$ cat src/design/aco_div.sv
`default_nettype none
module aco_div (
  input  wire logic        clk_i,
  input  wire logic        rst_ni,
  input  wire logic        start_i,
  input  wire logic [63:0] dividend_i,
  input  wire logic [31:0] divisor_i,
  output logic             done_o,
  output logic [63:0]      quo_o
);
  logic        busy_q, busy_d;
  logic        done_q, done_d;
  logic [5:0]  cnt_q, cnt_d;
  logic [63:0] dvd_q, dvd_d;
  logic [31:0] rem_q, rem_d;
  logic [31:0] dsr_q, dsr_d;
  logic [32:0] rem_sh;
  logic [32:0] rem_sub;
  logic        bit_ok;

  always_comb begin
    rem_sh  = {rem_q, dvd_q[63]};
    rem_sub = rem_sh - {1'b0, dsr_q};
    bit_ok  = (rem_sh >= {1'b0, dsr_q});
    busy_d  = busy_q;
    done_d  = 1'b0;
    cnt_d   = cnt_q;
    dvd_d   = dvd_q;
    rem_d   = rem_q;
    dsr_d   = dsr_q;
    if (start_i) begin
      busy_d = 1'b1;
      cnt_d  = '0;
      dvd_d  = dividend_i;
      rem_d  = '0;
      dsr_d  = divisor_i;
    end else if (busy_q) begin
      dvd_d = {dvd_q[62:0], bit_ok};
      rem_d = bit_ok ? rem_sub[31:0] : rem_sh[31:0];
      cnt_d = cnt_q + 6'd1;
      if (cnt_q == 6'd63) begin
        busy_d = 1'b0;
        done_d = 1'b1;
      end
    end
  end

  always_ff @(posedge clk_i or negedge rst_ni) begin
    if (!rst_ni) begin
      busy_q <= 1'b0;
      done_q <= 1'b0;
      cnt_q  <= '0;
    end else begin
      busy_q <= busy_d;
      done_q <= done_d;
      cnt_q  <= cnt_d;
    end
  end

  always_ff @(posedge clk_i) begin
    dvd_q <= dvd_d;
    rem_q <= rem_d;
    dsr_q <= dsr_d;
  end

  assign done_o = done_q;
  assign quo_o  = dvd_q;
endmodule
`default_nettype wire

$ cat config.mk
export PLATFORM = sky130hd
export DESIGN_NAME = aco_div
export DESIGN_NICKNAME = d
export VERILOG_FILES = /design/src/design/aco_div.sv
export SDC_FILE = /design/constraint.sdc
export NUM_CORES = 1
export LEC_CHECK = 0
export ABC_AREA = 1
export BUFFER_PORTS_ARGS = -buffer_cell sky130_fd_sc_hd__buf_2
export CORE_AREA = 3 3 140 142
export DETAILED_ROUTE_END_ITERATION = 10
export DIE_AREA = 0 0 143 145
export PLACE_DENSITY_LB_ADDON = 0.12
export SLEW_MARGIN = 0
export SYNTH_ARGS = -nofsm -noshare
export SYNTH_HDL_FRONTEND = slang
export SYNTH_SLANG_ARGS = --single-unit
$ cat constraint.sdc
create_clock -name clk_i -period 8.45 [get_ports clk_i]
set_input_delay 1.69 -clock clk_i [delete_from_list [all_inputs] [get_ports clk_i]]
set_output_delay 1.69 -clock clk_i [all_outputs]
set_load 0.005 [all_outputs]
==> results.json <==
{
  "grt_pass1_vias": 7089,
  "skew_ns": 0.00848,
  "clkTransAtPathRegs_ns": 0.06,
  "arrival_ns": 3.58,
  "ys.flop_type": "edfxtp_1",
  "hold_path_class": "reg -> reg",
  "antenna_found_initial": 2,
  "p_per_area_nw_per_um2": 265,
  "die_w_um": 143,
  "startpoint_type": "input pin",
  "min_from": "rem_q[31]",
  "ir_drop_v": 0.000121,
  "relSlewSlack": 0.275,
  "synth.top_cells.by_area": "edfxtp_1 35%, nand2_1 23%, inv_1 8.2%",
  "diodes": 0,
  "synth_cell_types": 42,
  "wl_met2_um": 9570,
  "combPwrFrac": 0.376,
  "path_common_cell": "buf_4",
  "drc_errors": 0,
  "fin_util": 0.529,
  "cpLargestDelayFamily": "buffers and inverters",
  "yosysWarnings": 0,
  "rsz0062_at_grt": "no",
  "power.switching_mw": 0.988,
  "top_layer": "met5",
  "wl_met1_um": 9470,
  "ctsHoldBuffers": 0,
  "fin_crit_ns": 3.53,
  "syn_area_um2": 8290,
  "p_sw_frac": 0.378,
  "via_count": 7213,
  "drt_iter0_drc": 423,
  "areaGrowthSynthToFinish_pct": 18.7,
  "ant_nets": 0,
  "final_common_cell": "nand2_1",
  "tns_ns": 0,
  "placed_area_um2": 9250,
  "power_frac_clock": 0.289,
  "r2r_cells": 15,
  "synth-async-reset-ratio": 0.0588,
  "reg2reg_setup_slack_ns": 5.69,
  "internal_power_mw": 1.62,
  "synthesis.instances": 1127,
  "n_fill_cell": 1864,
  "crit_type": "in -> reg",
  "synth_nets": 1260,
  "layout_common_cells": "504 x nand2_1, 179 x inv_1, 162 x buf_2, 96 x edfxtp_1, 78 x nand3_1",
  "fp.dieH_um": 145,
  "fin_crit_sh": 0.418,
  "cts_resized": 0,
  "pwr-share-seq": 0.335,
  "post_cts_buffers": 0,
  "cp_max_fo": 98,
  "cts_sinks": 136,
  "crit_buf_inv": 3,
  "clock.fmax_mhz": 283,
  "vias_per_cell": 4.71,
  "ios": 164,
  "h-tree-depth": 4,
  "crit_path_top_delay_cell": "buf_4",
  "routed_wl_um": 20400,
  "fin_area_um2": 9840,
  "fp-row-count": 50,
  "total_power_mw": 2.61,
  "core_area_um2": 18600,
  "grt_usage": 0.204,
  "ys_seq_elements": 136,
  "path_cells": "buf_4, nor2_1, inv_2, buf_4",
  "min_path_cells": 2,
  "dp_hpwl_um": 14900,
  "avgRoutedWirePerCell_um": 13.3,
  "synth.avg_cell_area_um2": 7.35,
  "synth_top_area_cell": "edfxtp_1",
  "drt_pre_antenna_iters": 5,
  "wl_met3_um": 1110,
  "overflow": 0,
  "synth_edf_count": 96,
  "routabilityCongestion": 0.926,
  "grt_max_degree": 99,
  "grt_pass1_wl_um": 34400,
  "slew_violations": 0,
  "root_buffer": "clkbuf_16",
  "layout.nets": 1417,
  "cts_tree": "built",
  "whs_ns": 0.465,
  "dieArea_um2": 20700,
  "r2r-end": "rem_q[6]",
  "required_ns": 8.49,
  "r2r_start": "dsr_q[20]",
  "drive_above_1_share": 0.176,
  "port_buffers": 163,
  "start_util": 0.446,
  "clock_latency_ns": 0.43,
  "finalHoldViolCount": 0,
  "status": "completed",
  "cts_inserted_buffers": 17,
  "critPathCaptureType": "flip-flop",
  "p_leak_nw": 5.37,
  "setup_viol": 0,
  "synth-seq-area-share": 0.449,
  "hold_path_end": "rem_q[31]",
  "cts_max_path_buffers": 2,
  "max_cap_violations": 0,
  "worst_pin_slew_ns": 1.09,
  "worst_path_largest_cell_delay_ns": 0.77,
  "yosysTopAreaCellShare": 0.348
}
[cells in the mapped netlist, types with 2 or more instances]
cell type and count:
nand2_1 504, inv_1 180, edfxtp_1 96, nand3_1 78, nor2_1 45, ha_1 33, dfxtp_1 32, a21oi_1 22
clkbuf_1 16, nand3b_1 13, xnor2_1 13, o21ai_1 10, nand4_1 9, dfrtp_1 8, o21ai_0 7, nand2_2 6
nand3_2 6, buf_4 5, nor2_2 5, and2_1 4, buf_6 4, inv_2 4, o21bai_1 4, nor2_4 3
nor3_1 2, o21a_1 2
[tightest hold or removal path, delay by kind of cell, from the launching register on]
family           cells  cell delay (ns)
flip-flops           1             0.32
AND/OR/NAND/NOR      2             0.10
[registers in the layout (all words and copies together) (netlist names)]
name	cells
dsr_q	32
done_o	1
quo_o	64
rem_q	32
busy_q	1
cnt_q	6
[cell type report]
type	instances	area [um^2]	share of cell area
clock buffers	17	425	0.0432
inverters	184	691	0.0702
flip-flops and latches	136	3720	0.378
multi-input cells	778	3690	0.375
clock inverters	14	164	0.0167
well taps	234	293	0.0298
repair buffers	167	848	0.0862
[logic make-up (layout without fill, tap and decap cells)]
group,after synthesis,in the layout,synth area share
xor gates and xnor gates,14,14,0.0148
DFF,136,136,0.449
adders and majority gates,34,34,0.0522
and+or+nand+nor,681,681,0.345
AOI/OAI and AO/OA,49,49,0.0329
buffers and inverters,213,382,0.105
[power by group through the flow]
stage	Sequential (mW)	Combinational, mW	Clock [mW]
after global placement	0.888	0.980	0
after CTS	0.876	0.992	0.770
after detailed placement	0.886	0.988	0
final	0.875	0.983	0.753
after global routing	0.888	1.14	0.804
after floorplan	0.877	0.766	0
[metrics by stage]
step	worst slack (ns)	instances
after floorplan	4.19	1127
after global placement	4.45	1499
after detailed placement	4.45	1499
after CTS	4.91	1530
after global routing	4.68	1530
final	4.92	1530
[worst max-delay path by stage]
stage / endpoint / from / cells past startpoint
after floorplan: quo_o[0] / start_i / 3
after global placement: quo_o[59] / start_i / 4
after detailed placement: quo_o[59] / start_i / 4
after CTS: quo_o[63] / start_i / 4
after global routing: rem_q[1] / start_i / 5
final: quo_o[63] / start_i / 4
[routing by layer]
layer | global-route usage | vias up
li1 | - | 3815
met1 | 0.276 | 3208
met2 | 0.327 | 162
met3 | 0.0557 | 26
met4 | 0.0494 | 2
met5 | 0 | -
No activity file was read; power rests on OpenSTA's default activity.
