[src/design/aco_pkg.sv]
`default_nettype none
package aco_pkg;

  localparam logic [31:0] PI_Q30   = 32'd3373259426;
  localparam logic [24:0] KLOG_Q28 = 25'd29613209;
  localparam logic [31:0] Q30_ONE  = 32'd1073741824;

  localparam logic [1:0] REG_FREQ_MODE  = 2'd0;
  localparam logic [1:0] REG_FIXED_FREQ = 2'd1;
  localparam logic [1:0] REG_AMP        = 2'd2;
  localparam logic [1:0] REG_OFFSET     = 2'd3;

  typedef enum logic [4:0] {
    ST_IDLE,
    ST_CHECK,
    ST_Y,
    ST_TH,
    ST_U,
    ST_HMUL,
    ST_HREC,
    ST_HUPD,
    ST_LGY,
    ST_LGYW,
    ST_LGR,
    ST_LGRW,
    ST_DMUL,
    ST_DSTART,
    ST_DWAIT,
    ST_SCALE,
    ST_ROUND
  } top_state_e;

  typedef enum logic [1:0] {
    LG_IDLE,
    LG_NORM,
    LG_SQ
  } lg_state_e;

  // Horner denominators 2k(2k+1) as reciprocals: floor(x/d) = (x*m) >> s for x below 2^32
  function automatic logic [32:0] horner_magic(input logic [2:0] k);
    logic [32:0] m;
    case (k)
      3'd7:    m = 33'd5235769657;
      3'd6:    m = 33'd7048151461;
      3'd5:    m = 33'd4997780127;
      3'd4:    m = 33'd7635497416;
      3'd3:    m = 33'd6544712071;
      3'd2:    m = 33'd6871947674;
      3'd1:    m = 33'd5726623062;
      default: m = 33'd0;
    endcase
    return m;
  endfunction

  function automatic logic [5:0] horner_shift(input logic [2:0] k);
    logic [5:0] s;
    case (k)
      3'd7:    s = 6'd40;
      3'd6:    s = 6'd40;
      3'd5:    s = 6'd39;
      3'd4:    s = 6'd39;
      3'd3:    s = 6'd38;
      3'd2:    s = 6'd37;
      3'd1:    s = 6'd35;
      default: s = 6'd0;
    endcase
    return s;
  endfunction

endpackage
`default_nettype wire

[src/design/aco_lg.sv]
`default_nettype none
module aco_lg (
  input  wire logic        clk_i,
  input  wire logic        rst_ni,
  input  wire logic        start_i,
  input  wire logic [31:0] n_i,
  output logic             done_o,
  output logic [34:0]      res_o
);
  import aco_pkg::*;

  lg_state_e   state_q, state_d;
  logic        done_q, done_d;
  logic [31:0] m_q, m_d;
  logic [4:0]  k_q, k_d;
  logic [4:0]  i_q, i_d;
  logic [29:0] frac_q, frac_d;
  logic [61:0] sq;
  logic [31:0] sh;

  always_comb begin
    state_d = state_q;
    case (state_q)
      LG_IDLE: if (start_i) state_d = LG_NORM;
      LG_NORM: if (m_q[31]) state_d = LG_SQ;
      LG_SQ:   if (i_q == 5'd0) state_d = LG_IDLE;
      default: state_d = LG_IDLE;
    endcase
  end

  always_comb begin
    sq     = 62'(m_q[30:0]) * 62'(m_q[30:0]);
    sh     = sq[61:30];
    done_d = 1'b0;
    m_d    = m_q;
    k_d    = k_q;
    i_d    = i_q;
    frac_d = frac_q;
    case (state_q)
      LG_IDLE: begin
        if (start_i) begin
          m_d    = n_i;
          k_d    = 5'd31;
          frac_d = '0;
        end
      end
      LG_NORM: begin
        if (m_q[31]) begin
          m_d = {1'b0, m_q[31:1]};
          i_d = 5'd29;
        end else begin
          m_d = {m_q[30:0], 1'b0};
          k_d = k_q - 5'd1;
        end
      end
      LG_SQ: begin
        if (sh[31]) begin
          m_d         = {1'b0, sh[31:1]};
          frac_d[i_q] = 1'b1;
        end else begin
          m_d = sh;
        end
        if (i_q == 5'd0) done_d = 1'b1;
        else i_d = i_q - 5'd1;
      end
      default: ;
    endcase
  end

  always_ff @(posedge clk_i or negedge rst_ni) begin
    if (!rst_ni) begin
      state_q <= LG_IDLE;
      done_q  <= 1'b0;
    end else begin
      state_q <= state_d;
      done_q  <= done_d;
    end
  end

  always_ff @(posedge clk_i) begin
    m_q    <= m_d;
    k_q    <= k_d;
    i_q    <= i_d;
    frac_q <= frac_d;
  end

  assign done_o = done_q;
  assign res_o  = {k_q, frac_q};
endmodule
`default_nettype wire

[config.mk]
export PLATFORM = sky130hd
export DESIGN_NAME = aco_lg
export DESIGN_NICKNAME = d
export VERILOG_FILES = /design/src/design/aco_pkg.sv /design/src/design/aco_lg.sv
export SDC_FILE = /design/constraint.sdc
export NUM_CORES = 2
export LEC_CHECK = 0
export CORE_ASPECT_RATIO = 1.25
export CORE_MARGIN = 10
export CORE_UTILIZATION = 65
export CTS_BUF_LIST = sky130_fd_sc_hd__clkbuf_8 sky130_fd_sc_hd__clkbuf_16
export CTS_CLUSTER_DIAMETER = 200
export DETAILED_ROUTE_END_ITERATION = 6
export DONT_BUFFER_PORTS = 1
export GPL_TIMING_DRIVEN = 0
export PLACE_DENSITY = 0.84
export SYNTH_ARGS = -nofsm -noshare
export SYNTH_HDL_FRONTEND = slang
export SYNTH_SLANG_ARGS = --single-unit
[constraint.sdc]
create_clock -name clk_i -period 11.2 [get_ports clk_i]
set_clock_uncertainty 0.05 [all_clocks]
set_input_delay 1.68 -clock clk_i [delete_from_list [all_inputs] [get_ports clk_i]]
set_output_delay 1.68 -clock clk_i [all_outputs]
set_load 0.01 [all_outputs]
==> results.py <==
metrics = {
    "timing": {
        "worst_hold_slack_ps": 539,
        "aggregate_negative_setup_slack_ps": 0,
        "layout_worst_path_cycle_share_pct": 99.1,
        "rsz0062_at_grt": "no",
        "max_freq_mhz": 90.1,
        "setup_viol": 0,
        "slew_violations": 0,
        "final.setup.worst_slack_ps": 104,
        "timing.max_slew.rel_slack_pct": 6.97,
        "final_hold_viol_count": 0,
        "tightestPinTransition_ps": 1400,
        "period_minus_slack_ps": 11100,
    },
    "global_route": {
        "first_global_vias": 26500,
        "global_route.overflow_total": 0,
        "antenna_violations_before_repair": 5,
        "grt_start_max_net_pins": 33,
        "global_route_wire_length_before_repair_mm": 152,
        "track_usage_pct": 35.4,
    },
    "logic_synthesis": {
        "synthesis.yosys.warnings": 0,
        "yosys.area_share.adder_pct": 59.0,
        "synth_area_per_inst_um2": 9.36,
        "synth_top_cell_by_area": "sky130_fd_sc_hd__fa_1",
        "synth_area_leaders": "sky130_fd_sc_hd__fa_1 (48%), sky130_fd_sc_hd__inv_1 (11%), sky130_fd_sc_hd__ha_1 (11%)",
        "synth_top_family_by_area": "adder cells",
        "register_bit_total_from_synthesis": 75,
        "netlist_area_um2": 31200,
        "yosys.cell_count.top_type": "sky130_fd_sc_hd__inv_1",
        "synth_edf_count": 72,
        "async_reset_ff_share_pct": 4.00,
        "synth.cells.most_frequent": "sky130_fd_sc_hd__inv_1 (918), sky130_fd_sc_hd__fa_1 (747), sky130_fd_sc_hd__nand2_1 (336)",
        "ys_seq_area_share_pct": 7.17,
        "dominantRegCellSynth": "sky130_fd_sc_hd__edfxtp_1",
        "netlist_instances": 3334,
        "synth_compound_area_share_pct": 6.13,
        "mux_contribution_to_synthesized_area_pct": 1.50,
        "synth_simple_gate_area_share_pct": 11.9,
        "synthDominantCellAreaShare_pct": 47.9,
        "syn-num-nets": 4391,
        "number_of_distinct_library_cells_after_synthesis": 76,
        "synth_xor_xnor_area_share_pct": 1.46,
    },
    "clock_network": {
        "cts_made_buffers": 9,
        "clkTransAtPathRegs_ps": 70,
        "ctsResizeCount": 0,
        "cts_setup_buffers": 0,
        "cts.sinks": 75,
        "cts_root_buffer": "sky130_fd_sc_hd__clkbuf_16",
        "hold_buffers": 0,
        "htree_num_levels": 3,
        "clock_path_buffers": 2,
        "insertion_delay_ps": 350,
        "tritoncts": "built",
    },
    "flow_run": {
        "cap_violations": 0,
    },
    "finish": {
        "final_cell_count_without_fillers": 3992,
        "finish.net_count": 4403,
        "layout-area-overhead-vs-synth_pct": 3.72,
        "fraction_of_layout_instances_using_a_drive_strength_above_1_pct": 2.12,
        "seqCellArea_um2": 2240,
        "multi_input_comb_area_um2": 25000,
        "number_of_filler_cells_placed_in_the_layout": 3634,
    },
    "route": {
        "routed_wl_mm": 98.4,
        "via_total_after_detailed_routing": 24000,
        "firstDrtPassIters": 6,
        "residual_drc_count": 0,
        "detail_route.iter0.violations": 2453,
        "post_drt_wl_per_cell_um": 24.6,
        "drtAntennaViolNets": 0,
        "dr_vias_cell": 6.00,
    },
    "critical_path": {
        "crit_path_launch_type": "register",
        "criticalPathCategory": "register to register",
        "crit_path_end_kind": "register",
        "cp_max_stage_cell": "sky130_fd_sc_hd__clkbuf_1",
        "worst_path_arrival_time_ps": 11090,
        "crit_required_ps": 11190,
        "critical_path.max_stage_delay_ps": 940,
        "cp_common_cell": "sky130_fd_sc_hd__fa_1",
        "timing.critical_path.fanout_max": 21,
    },
    "place": {
        "gp_congestion": 1.08,
        "numPortBuffers": 0,
        "dp_hpwl_mm": 79.4,
        "placed_cells": 3972,
        "dpl_worst_slack_ps": 629,
    },
    "floorplan": {
        "core_area_um2": 47300,
        "floorplan.rows": 89,
        "die_outline_area_um2": 57200,
        "die_h_um": 265,
        "die_x_um": 216,
        "initial_core_utilization_pct": 65.9,
        "io-pin-count": 71,
    },
    "run_status": {
        "outcome": "finished clean",
    },
    "worst_hold_path": {
        "worstHoldPathType": "register to register",
    },
}
[critical path: cells and delay by family (launching register included)]
kind / cells / cell delay, ps
and+or+nand+nor: 3 / 1090
DFF: 1 / 790
buffers and inverters: 11 / 3230
AOI/OAI and AO/OA: 4 / 1240
adders and majority gates: 9 / 4360
[metrics by stage]
stage                     cell area, µm²  utilization (%)
after floorplan                    31200                -
final                              32400             68.4
after global routing               32300             68.3
after CTS                          32300             68.3
after global placement             32000             67.6
after detailed placement           32000             67.7
[metal layers]
layer | vias to the layer above | GRT usage, % | wire, µm
met5 | - | 0 | 52
met4 | 6 | 28.7 | 10200
met3 | 570 | 9.99 | 11700
met2 | 1629 | 56.9 | 45600
met1 | 11800 | 38.8 | 30900
li1 | 9933 | - | -
[area by class of cell]
cell class	instances	share of cell area [%]
Antenna cell	4	0.0309
Buffer	139	1.76
Clock buffer	9	0.696
Clock inverter	7	0.286
Inverter	919	10.7
Multi-Input combinational cell	2201	77.1
Sequential cell	75	6.91
Tap cell	637	2.46
Timing Repair Buffer	1	0.0464
[cells by family after synthesis]
kind of cell    count (synthesis)
buf+inv                      1058
fa+ha+maj                    1022
simple gates                  797
compound gates                285
flops                          75
xor+xnor                       52
mux                            45
[path summary, 6_finish.rpt]
path / from / cells after the start / endpoint / slack (ps)
max: m_q[12]$_DFFE_PP_ / 27 / frac_q[1]$_SDFFCE_PN0P_ / 100
min reg2reg: state_q[0]$_DFFE_PN0P_ / 2 / state_q[0]$_DFFE_PN0P_ / 540
min in group asynchronous: rst_ni / 0 / done_o$_DFF_PN0_ / 970
max in group asynchronous: rst_ni / 0 / state_q[1]$_DFFE_PN0P_ / 10060
max reg2reg: m_q[12]$_DFFE_PP_ / 27 / frac_q[1]$_SDFFCE_PN0P_ / 100
min: state_q[0]$_DFFE_PN0P_ / 2 / state_q[0]$_DFFE_PN0P_ / 540
[cell usage in the layout, fill, tap and decap left out, types with 11 or more instances in the layout]
cell type,instances
sky130_fd_sc_hd__xnor2_1,31
sky130_fd_sc_hd__o21ai_0,46
sky130_fd_sc_hd__nor2_1,174
sky130_fd_sc_hd__and2_1,192
sky130_fd_sc_hd__ha_1,275
sky130_fd_sc_hd__nand2b_1,11
sky130_fd_sc_hd__o21a_1,12
sky130_fd_sc_hd__inv_1,918
sky130_fd_sc_hd__a21o_1,26
sky130_fd_sc_hd__nand2_1,336
sky130_fd_sc_hd__nor3_1,18
sky130_fd_sc_hd__clkbuf_1,120
sky130_fd_sc_hd__fa_1,747
sky130_fd_sc_hd__mux2_2,11
sky130_fd_sc_hd__mux2i_1,33
sky130_fd_sc_hd__o221ai_1,14
sky130_fd_sc_hd__a21oi_1,89
sky130_fd_sc_hd__nand4_1,16
sky130_fd_sc_hd__xor2_1,21
sky130_fd_sc_hd__edfxtp_1,72
[state kept, by name, summed over array words and instances, names as in the netlist]
signal / flops
i_q: 5
state_q: 2
k_q: 5
done_o: 1
m_q: 32
frac_q: 30
Power is not shown: default switching activity piles up to over one toggle a cycle in this logic, so the estimate is an artifact.
